**src/rtl/core/looping_sample_voice_assert.svh**
```systemverilog
// ----------------------------------------------------------------------------
// looping_sample_voice assertion macros
// Clocked, reset-qualified property checks for the voice RTL.
// ----------------------------------------------------------------------------
`ifndef LOOPING_SAMPLE_VOICE_ASSERT_SVH
`define LOOPING_SAMPLE_VOICE_ASSERT_SVH

// implication check sampled on aclk, off during reset
`define LSV_ASSERT_IMPL(lbl, ante, cons, msg) \
    lbl: assert property (@(posedge aclk) disable iff (!aresetn) (ante) |-> (cons)) \
        else $error(msg);

// next-cycle implication check sampled on aclk, off during reset
`define LSV_ASSERT_NEXT(lbl, ante, cons, msg) \
    lbl: assert property (@(posedge aclk) disable iff (!aresetn) (ante) |=> (cons)) \
        else $error(msg);

`endif

```
**src/rtl/core/lsv_pkg.sv**
```systemverilog
// ----------------------------------------------------------------------------
// lsv_pkg
// Shared constants, codes and types of the looping sample voice.
// ----------------------------------------------------------------------------
`default_nettype none

package lsv_pkg;

    localparam int ADDR_BITS_DEF = 16;
    localparam int FRAC_BITS_DEF = 12;

    localparam int CMD_W   = 3;
    localparam int CFG_W   = 16;
    localparam int CIDX_W  = 2;
    localparam int SUM_W   = 20;
    localparam int VALUE_W = 32;

    localparam logic [CMD_W-1:0] CMD_LOAD   = 3'd0;
    localparam logic [CMD_W-1:0] CMD_PLAY   = 3'd1;
    localparam logic [CMD_W-1:0] CMD_STEP   = 3'd2;
    localparam logic [CMD_W-1:0] CMD_VOLUME = 3'd3;
    localparam logic [CMD_W-1:0] CMD_POS    = 3'd4;
    localparam logic [CMD_W-1:0] CMD_TICK   = 3'd5;

    localparam logic [CIDX_W-1:0] REG_SAMPLE_LENGTH = 2'd0;
    localparam logic [CIDX_W-1:0] REG_LOOP_START    = 2'd1;
    localparam logic [CIDX_W-1:0] REG_LOOP_LENGTH   = 2'd2;
    localparam logic [CIDX_W-1:0] REG_OVERSAMPLE    = 2'd3;

    localparam logic [1:0] MODE_OFF  = 2'd0;
    localparam logic [1:0] MODE_PLAY = 2'd1;
    localparam logic [1:0] MODE_LOOP = 2'd2;

    typedef struct packed {
        logic busy;
        logic done;
    } div_stat_t;

endpackage

`default_nettype wire

```
**src/rtl/core/lsv_divider.sv**
```systemverilog
// ----------------------------------------------------------------------------
// lsv_divider
// Restoring divider, one quotient bit per cycle; shared by the loop wrap
// (remainder) and the oversample average (quotient).
// ----------------------------------------------------------------------------
`default_nettype none

module lsv_divider #(
    parameter int DIV_W = 20
) (
    input  wire logic                    aclk,
    input  wire logic                    aresetn,
    input  wire logic                    start,
    input  wire logic [DIV_W-1:0]        dividend,
    input  wire logic [15:0]             divisor,
    output logic [DIV_W-1:0]             quotient,
    output logic [15:0]                  remainder,
    output lsv_pkg::div_stat_t           stat
);
    import lsv_pkg::*;

    localparam int CNT_W = $clog2(DIV_W + 1);

    logic [DIV_W-1:0] quo_reg;
    logic [15:0]      rem_reg;
    logic [15:0]      dvs_reg;
    logic [CNT_W-1:0] cnt_reg;
    logic             busy_reg;
    logic             done_reg;
    logic [16:0]      trial;
    logic [16:0]      diff;
    logic             fits;

    assign trial = {rem_reg, quo_reg[DIV_W-1]};
    assign diff  = trial - {1'b0, dvs_reg};
    assign fits  = trial >= {1'b0, dvs_reg};

    always_ff @(posedge aclk) begin
        if (!aresetn) begin
            busy_reg <= 1'b0;
            done_reg <= 1'b0;
            cnt_reg  <= '0;
        end else begin
            done_reg <= 1'b0;
            if (start) begin
                busy_reg <= 1'b1;
                cnt_reg  <= CNT_W'(DIV_W);
            end else if (busy_reg) begin
                cnt_reg <= cnt_reg - 1'b1;
                if (cnt_reg == CNT_W'(1)) begin
                    busy_reg <= 1'b0;
                    done_reg <= 1'b1;
                end
            end
        end
    end

    always_ff @(posedge aclk) begin
        if (start) begin
            quo_reg <= dividend;
            rem_reg <= '0;
            dvs_reg <= divisor;
        end else if (busy_reg) begin
            quo_reg <= {quo_reg[DIV_W-2:0], fits};
            rem_reg <= fits ? diff[15:0] : trial[15:0];
        end
    end

    assign quotient  = quo_reg;
    assign remainder = rem_reg;
    assign stat.busy = busy_reg;
    assign stat.done = done_reg;

endmodule

`default_nettype wire

```
**config.mk**
```make
export PLATFORM = sky130hd
export DESIGN_NAME = lsv_divider
export DESIGN_NICKNAME = d
export VERILOG_FILES = /design/src/rtl/core/looping_sample_voice_assert.svh /design/src/rtl/core/lsv_pkg.sv /design/src/rtl/core/lsv_divider.sv
export SDC_FILE = /design/constraint.sdc
export NUM_CORES = 1
export LEC_CHECK = 0
export BUFFER_PORTS_ARGS = -buffer_cell sky130_fd_sc_hd__clkbuf_2
export CORE_MARGIN = 2
export CORE_UTILIZATION = 49
export CTS_CLUSTER_SIZE = 20
export DETAILED_ROUTE_END_ITERATION = 8
export GPL_TIMING_DRIVEN = 0
export PLACE_DENSITY = 0.88
export RECOVER_POWER = 100
export SYNTH_ARGS = -nofsm -noshare
export SYNTH_HDL_FRONTEND = slang
export SYNTH_SLANG_ARGS = --single-unit
```
**constraint.sdc**
```tcl
create_clock -name aclk -period 2.4 [get_ports aclk]
set_input_delay 0.48 -clock aclk [delete_from_list [all_inputs] [get_ports aclk]]
set_output_delay 0.48 -clock aclk [all_outputs]
set_load 0.01 [all_outputs]
```
== Word-level counts from Yosys, hierarchy flattened ==
Index checks and enable logic that the tools add are counted.
Storage, ports and cells
  word-level logic and storage cells: 25
  output and inout bits: 38
  flip-flop bits (word level): 59
  input bits: 39
Operators by class
  reductions and logical operators: 3
  $lt $le $gt $ge: 1
  bitwise operators: 2
  multiplexer cells: 9
  eq/ne operators: 1
  $add $sub $neg: 2
Operators by type and width (number)
  $mux W20: 2
  $ge A17 B16 Y1: 1
  $mux W16: 1
  $sub A16 B16 Y16: 1
  $mux W5: 2
  $eq A5 B1 Y1 const B: 1
  $sub A5 B1 Y5 const B: 1
  $mux W1: 4
  $reduce_or A3 Y1: 1
  $not A1 Y1: 2
  $reduce_bool A2 Y1: 1
  $reduce_or A2 Y1: 1

== Longest topological paths before layout ==
Gate-level depths: netlist (run 1).
  word-level depth: 4
  mapped depth: 11
  mapped depth without buffers: 10

== Worst setup path before layout (run 1) ==
No wires, ideal clock.
  path type: register to register
  start point: reg rem_reg[8] (netlist: remainder[8])
  end point: reg quo_reg[0] (netlist: quotient[0]) (data pin)
  required time: 2140 ps
  clock period less this slack: 2443 ps
  stages on the path, launching flop included: 10
  buffers on the path: 2
  library setup time: 260 ps
  data arrival time: 2183 ps
  path slack: -43 ps
  path through: dfxtp_1 ha_1 buf_6 nand4_1 o22ai_1 a211o_1 a211oi_4 o21ai_2 buf_4 mux2_2
On the way
  longest elaborated chain between the ends: 3
Ends and longest elaborated chain
  start: declaration: line lsv_divider.sv:25  | logic [15:0] rem_reg;
  start signal: assignment: line lsv_divider.sv:65  | rem_reg <= fits ? diff[15:0] : trial[15:0];
  $ge A17 B16 Y1: line lsv_divider.sv:36  | assign fits = trial >= {1'b0, dvs_reg};
  $mux W20: line lsv_divider.sv:63  | end else if (busy_reg) begin
  $mux W20: line lsv_divider.sv:59  | if (start) begin
  end signal: assignment: line lsv_divider.sv:60  | quo_reg <= dividend;
  end signal: assignment: line lsv_divider.sv:64  | quo_reg <= {quo_reg[DIV_W-2:0], fits};
  end: declaration: line lsv_divider.sv:24  | logic [DIV_W-1:0] quo_reg;
No other way between the ends. The select of a mux whose other input is x is not followed.
A chain may end at the register's enable or synchronous reset.

== Worst setup path in the final report (run 1) ==
  start point: reg rem_reg[0] (netlist: remainder[0])
  end point: reg rem_reg[14] (netlist: remainder[14])
On the way
  longest elaborated chain between the ends: 2
  elaborated cells between the ends (all ways): 3
  classes of those cells: add/sub: 1; order compare: 1; mux: 1
Ends and longest elaborated chain (line)
  $sub A16 B16 Y16 or $ge A17 B16 Y1 (tied branches): lsv_divider.sv:35, lsv_divider.sv:36
  $mux W16 *: lsv_divider.sv:65
Every way passes the cells marked *; elsewhere a longest branch is shown, timed or not.

==> results of run 1 <==
==> how the worst min path moves through the flow <==
| stage | startpoint | endpoint | slack (ns) | cells after the start |
|---|---|---|---|---|
| 4_1_cts | divisor[8] | dvs_reg[8]$_DFFE_PP_ | 0.31 | 1 |
| 5_1_grt | divisor[13] | dvs_reg[13]$_DFFE_PP_ | 0.31 | 1 |
| 2_1_floorplan | cnt_reg[1]$_SDFFE_PP0P_ | cnt_reg[1]$_SDFFE_PP0P_ | 0.48 | 2 |
| 6_report | divisor[1] | dvs_reg[1]$_DFFE_PP_ | 0.31 | 1 |
| 3_5_place_dp | remainder[8]$_SDFFE_PP0P_ | remainder[8]$_SDFFE_PP0P_ | 0.50 | 2 |
| 3_3_place_gp | remainder[5]$_SDFFE_PP0P_ | remainder[5]$_SDFFE_PP0P_ | 0.50 | 2 |
==> synth_stat cells (2+ instances only) <==
master,instances
a211oi_1,6
a31oi_1,2
nor2b_1,2
nand2_1,31
a21o_1,5
nand3_1,5
nand4_1,3
clkbuf_1,10
a311oi_1,5
o311ai_0,2
nor2_1,26
nand2b_1,3
and3_1,3
nor4_1,3
o2111ai_1,3
a21oi_1,13
dfxtp_1,23
nor3_1,4
mux2_2,20
edfxtp_1,36
xnor2_1,8
buf_4,5
xor2_1,4
buf_6,2
inv_1,22
a311oi_2,6
a21boi_0,2
ha_1,18
o21ai_0,6
or3_1,4
o21a_1,5
==> layer usage <==
metal / routed length [microns] / part of all wire [%] / track usage (%)
met5: 0 / 0 / 0
met4: 484 / 4.9 / 14.7
met3: 610 / 6.2 / 5.00
met2: 4930 / 50 / 40.0
met1: 3850 / 39 / 28.0
==> area by class of cell <==
type | count | area, sq um | area share [%]
inverters | 22 | 82.6 | 1.87
flip-flops and latches | 59 | 1550 | 35.0
plain buffers | 15 | 97.6 | 2.21
well taps | 77 | 96.3 | 2.19
clock buffers | 10 | 128 | 2.89
repair buffers | 98 | 567 | 12.9
clock inverters | 6 | 80.1 | 1.82
multi-input cells | 209 | 1810 | 41.1
==> cells by family after synthesis <==
family	synth area share (%)
buffers and inverters	5.92
DFF	46.7
and+or+nand+nor	12.3
muxes	7.13
adders and majority gates	7.43
AOI/OAI and AO/OA	17.3
xor gates and xnor gates	3.19
==> stage by stage <==
step	setup slack [ns]	TNS, ns	util [%]
3_5_place_dp	-0.307	-8.03	58.9
5_1_grt	-0.209	-2.42	68.7
2_1_floorplan	0.0108	0	-
4_1_cts	-0.0493	-0.290	65.6
6_report	-0.126	-1.16	68.7
3_3_place_gp	-0.216	-5.07	58.9
==> power groups by stage <==
| stage | logic [mW] | clock network (mW) | registers (mW) |
|---|---|---|---|
| 6_report | 1.05 | 0.982 | 1.26 |
| 5_1_grt | 1.10 | 1.03 | 1.27 |
| 4_1_cts | 0.893 | 0.978 | 1.25 |
| 3_5_place_dp | 0.745 | 0 | 1.27 |
| 3_3_place_gp | 0.720 | 0 | 1.27 |
| 2_1_floorplan | 0.503 | 0 | 1.29 |
==> what timing repair did <==
item                                    4_1_cts  5_1_grt
buffers inserted                             14        7
endpoints found under the setup margin       17       37
cloned                                        1        1
pin swaps                                    13       18
resized for setup                            20       34
==> impl_metrics.py, run 1 <==
metrics = {
    "cts": {
        "cts_htree_levels": 3,
        "numCtsBuffers": 9,
        "max-clock-path-buffers": 2,
        "cts_sinks": 59,
        "root_buffer": "clkbuf_8",
        "cts_tree": "built",
        "cts_hold_buf": 0,
        "insertion_delay_ns": 0.35,
        "clkTransAtPathRegs_ns": 0.08,
    },
    "sta": {
        "finalMaxSlewViolations": 0,
        "slew_headroom_pct": 45.7,
        "fmax_mhz": 396,
        "finalSetupViolCount": 17,
        "timing.final.ws_setup_ns": -0.126,
        "finalCritPeriodShare_pct": 105,
        "clock_skew_ns": 0.0166,
        "max_slew.worst_pin.slew_ns": 0.814,
        "hold_viol": 0,
        "period_minus_slack_ns": 2.53,
        "fin_hold_ws_ns": 0.313,
        "rsz0062_at_grt": "yes",
    },
    "power_and_ir_drop": {
        "p_leak_nw": 1.84,
        "power_frac_seq_pct": 38.3,
        "peakVddDrop_mv": 0.470,
        "internal_power_mw": 2.25,
        "p_sw_share_pct": 31.9,
        "clkPwrFrac_pct": 29.8,
        "p_sw_mw": 1.05,
        "pwr-share-comb_pct": 31.9,
        "power_mw": 3.30,
        "cellPowerDensity_nw_per_um2": 748,
    },
    "worst_setup_path": {
        "required_ns": 2.65,
        "endpoint": "remainder[14]$_SDFFE_PP0P_",
        "r2r-start": "remainder[0]$_SDFFE_PP0P_",
        "end_kind": "flip-flop",
        "critPathBufInv": 1,
        "critical_path_cell_count": 9,
        "worst_r2r_endpoint": "remainder[14]$_SDFFE_PP0P_",
        "r2r_cells": 9,
        "crit_arrival_ns": 2.77,
        "worstSetupPathType": "flip-flop to flip-flop",
        "start_kind": "flip-flop",
        "r2r_slack_ns": -0.13,
        "crit_family": "compound AO/OA/AOI/OAI gates",
        "critPathMaxFanout": 3,
        "crit_chain": "inv_1 > fa_2 > nand2b_4 > a211oi_4 > o211ai_1 > a31oi_1 > or3_1 > nand3_1 > a211oi_1",
        "crit_path_start": "remainder[0]$_SDFFE_PP0P_",
        "cpMaxStageDelayCell": "dfxtp_1",
        "slowest_delay_ns": 0.47,
    },
    "cells_and_area": {
        "largest_reg_flops": 20,
        "final_cell_mix": "clkbuf_2 (72), edfxtp_1 (36), nor2_1 (25)",
        "final_cell_area_sq_um": 4410,
        "n_antenna_cell": 0,
        "n_fill_cell": 418,
        "post_route_cells_drive_above_1_share_pct": 44.9,
        "layoutNonFillerInstCount": 496,
        "final_common_cell": "clkbuf_2",
        "synthToLayoutAreaGrowth_pct": 33.6,
        "nNetsFinal": 472,
    },
    "drt": {
        "drt-total-wl_microns": 9870,
        "ant_nets": 0,
        "avgViaCountPerCell": 6.14,
        "vias": 3047,
        "dr.pass1.iters": 6,
        "drc_errors": 0,
        "wire_per_inst_microns": 19.9,
        "drtIter0Drc": 297,
    },
    "run": {
        "maxCapViolCount": 0,
    },
    "yosys": {
        "syn_area_per_cell_sq_um": 10.7,
        "synth_edf_count": 36,
        "ys_top_cells_by_area": "edfxtp_1 (33%), dfxtp_1 (14%), ha_1 (6.8%)",
        "async_flop_share_pct": 0,
        "ys_seq_elements": 59,
        "synthCells": 308,
        "synth_warnings": 0,
        "seq_area_frac_synth_pct": 46.7,
        "synthesis.nets": 366,
        "synth_top_area_share_pct": 32.8,
        "ys.flop_type": "edfxtp_1",
        "synth_cell_type_count": 52,
        "syn_area_sq_um": 3300,
        "synth_largest_area_cell": "edfxtp_1",
    },
    "grt": {
        "antenna_found_initial": 0,
        "grt_pass1_vias": 2867,
        "grt_pass1_wl_microns": 13600,
        "grt.overflow.total": 0,
        "grt_max_degree": 21,
        "track_usage_pct": 23.9,
    },
    "floorplan": {
        "initial_core_util_pct": 51.4,
        "coreArea_sq_um": 6420,
        "die_w_microns": 86.1,
        "placementRows": 29,
        "pin_count": 77,
        "die_h_microns": 86.1,
        "die_area_sq_um": 7410,
    },
    "min_path": {
        "hold_class": "primary input to flip-flop",
    },
    "placement": {
        "place.port_buffers": 76,
        "dp_hpwl_microns": 5670,
        "dp_cells": 461,
        "gp_routability_congestion": 0.943,
        "placed_area_sq_um": 3780,
    },
    "run_status": {
        "violations": "negative setup slack",
        "status": "complete, but fails checks",
    },
}
Power figures use the tool's default switching activity.
==> run 2, diff against run 1 <==
ABC_CLOCK_PERIOD_IN_PS = 2400   (was not set)
SKIP_CTS_REPAIR_TIMING = 1   (was not set)
==> run 2 against run 1 <==
Against the previous run: the flow still finishes with violations (negative setup slack); combinational power is 13% lower; core utilization is 3.1 points lower; critical path type unchanged; non-clock buffer count down 8.
==> impl_metrics.py, run 2 (synthesis gave the netlist of run 1 again) <==
metrics = {
    "min_path": {
        "whs_endpoint": "dvs_reg[1]$_DFFE_PP_",
        "hold_path_depth": 1,
        "hold_class": "primary input to flip-flop",
        "min_from": "divisor[1]",
    },
    "grt": {
        "antenna_found_initial": 0,
        "grt_pass1_wl_microns": 12200,
        "track_usage_pct": 21.6,
        "grt_pass1_vias": 2593,
        "grt.overflow.total": 0,
        "grt_max_degree": 21,
    },
    "floorplan": {
        "pin_count": 77,
        "die_w_microns": 86.1,
        "placementRows": 29,
        "die_h_microns": 86.1,
        "coreArea_sq_um": 6420,
        "initial_core_util_pct": 51.4,
        "die_area_sq_um": 7410,
    },
    "placement": {
        "place.port_buffers": 76,
        "placed_area_sq_um": 3780,
        "gp_routability_congestion": 0.943,
        "dp_hpwl_microns": 5670,
    },
    "drt": {
        "drtIter0Drc": 240,
        "ant_nets": 0,
        "avgViaCountPerCell": 5.84,
        "vias": 2852,
        "drc_errors": 0,
        "dr.pass1.iters": 6,
        "maxUsedRoutingLayer": "met4",
        "wire_per_inst_microns": 17.7,
        "met3RoutedLength_microns": 487,
        "route.layer.met1.wl_microns": 3490,
        "wl_met2_microns": 4280,
        "drt-total-wl_microns": 8640,
    },
    "worst_setup_path": {
        "worstSetupPathType": "flip-flop to flip-flop",
        "r2r-start": "dvs_reg[1]$_DFFE_PP_",
        "crit_arrival_ns": 2.89,
        "start_kind": "flip-flop",
        "r2r_slack_ns": -0.21,
        "worst_r2r_endpoint": "remainder[1]$_SDFFE_PP0P_",
        "end_kind": "flip-flop",
        "r2r_cells": 10,
        "critPathMaxFanout": 6,
        "crit_path_start": "dvs_reg[1]$_DFFE_PP_",
        "required_ns": 2.68,
    },
    "power_and_ir_drop": {
        "clkPwrFrac_pct": 31.0,
        "internal_power_mw": 2.17,
        "p_sw_share_pct": 31.0,
        "peakVddDrop_mv": 0.458,
        "pwr-share-comb_pct": 29.1,
        "cellPowerDensity_nw_per_um2": 746,
        "power_frac_seq_pct": 39.9,
        "p_leak_nw": 1.75,
        "p_sw_uw": 972,
    },
    "sta": {
        "period_minus_slack_ns": 2.61,
        "max_slew.worst_pin.slew_ns": 0.753,
        "fmax_mhz": 383,
        "tns_ns": -2.33,
        "hold_viol": 0,
        "finalCritPeriodShare_pct": 109,
        "timing.final.ws_setup_ns": -0.212,
        "finalMaxSlewViolations": 0,
        "finalSetupViolCount": 16,
        "clock_skew_ns": 0.00659,
        "slew_headroom_pct": 49.8,
        "fin_hold_ws_ns": 0.312,
        "rsz0062_at_grt": "yes",
    },
    "cts": {
        "root_buffer": "clkbuf_8",
        "cts_htree_levels": 3,
        "cts_tree": "built",
        "insertion_delay_ns": 0.34,
        "numCtsBuffers": 9,
        "clkTransAtPathRegs_ns": 0.07,
        "max-clock-path-buffers": 2,
        "cts_sinks": 59,
    },
    "cells_and_area": {
        "synthToLayoutAreaGrowth_pct": 27.5,
        "n_antenna_cell": 0,
        "final_cell_area_sq_um": 4210,
        "final_common_cell": "clkbuf_2",
        "nNetsFinal": 464,
        "post_route_cells_drive_above_1_share_pct": 35.0,
        "seqCellArea_sq_um": 1540,
        "n_fill_cell": 468,
        "largest_reg_flops": 20,
        "final_cell_mix": "clkbuf_2 (54), edfxtp_1 (36), clkbuf_1 (32)",
        "multi_input_area_sq_um": 1700,
    },
    "run_status": {
        "status": "complete, but fails checks",
        "violations": "negative setup slack",
    },
    "run": {
        "maxCapViolCount": 0,
    },
}
## run 2: worst max path at each step
stage	slack [ns]	depth (start not counted)	end
2_1_floorplan	0.01	8	quotient[0]$_DFFE_PP_
6_report	-0.21	10	remainder[1]$_SDFFE_PP0P_
5_1_grt	-0.29	10	remainder[11]$_SDFFE_PP0P_
4_1_cts	-0.25	9	quotient[0]$_DFFE_PP_
3_3_place_gp	-0.22	9	quotient[0]$_DFFE_PP_
3_5_place_dp	-0.31	4	quotient[17]$_DFFE_PP_
## run 2: layer usage
layer | up-vias | track usage, %
met5 | - | 0
met4 | 0 | 12.4
met3 | 39 | 3.85
met2 | 145 | 35.0
met1 | 1344 | 27.0
li1 | 1324 | -
## run 2: layout make-up
cell class / instances / share of cell area, %
plain buffers: 17 / 2.77
clock buffers: 10 / 3.03
clock inverters: 6 / 1.90
inverters: 22 / 1.96
multi-input cells: 209 / 40.4
flip-flops and latches: 59 / 36.7
well taps: 77 / 2.29
repair buffers: 88 / 11.0
## run 2: metrics by stage
stage	util (%)	power (mW)	setup WS (ns)	std cells
2_1_floorplan	-	1.79	0.0108	308
6_report	65.5	3.14	-0.212	488
3_3_place_gp	58.9	1.99	-0.216	461
5_1_grt	65.5	3.26	-0.288	488
3_5_place_dp	58.9	2.02	-0.307	461
4_1_cts	62.1	2.98	-0.252	477
## run 2: power by group through the flow
| stage | combinational [mW] | sequential (mW) | clock [mW] |
|---|---|---|---|
| detailed placement | 0.745 | 1.27 | 0 |
| global placement | 0.720 | 1.27 | 0 |
| global route | 0.976 | 1.26 | 1.02 |
| finish | 0.913 | 1.25 | 0.972 |
| CTS | 0.754 | 1.25 | 0.978 |
| floorplan | 0.503 | 1.29 | 0 |
## run 2: critical path: stages (launching register included)
cell       delay, ns
edfxtp_1        0.43
inv_1           0.10
ha_1            0.26
nor2b_2         0.19
o2111ai_2       0.29
a211oi_2        0.14
a211oi_4        0.33
o21ai_4         0.13
buf_6           0.15
nor4_1          0.32
a311o_1         0.20
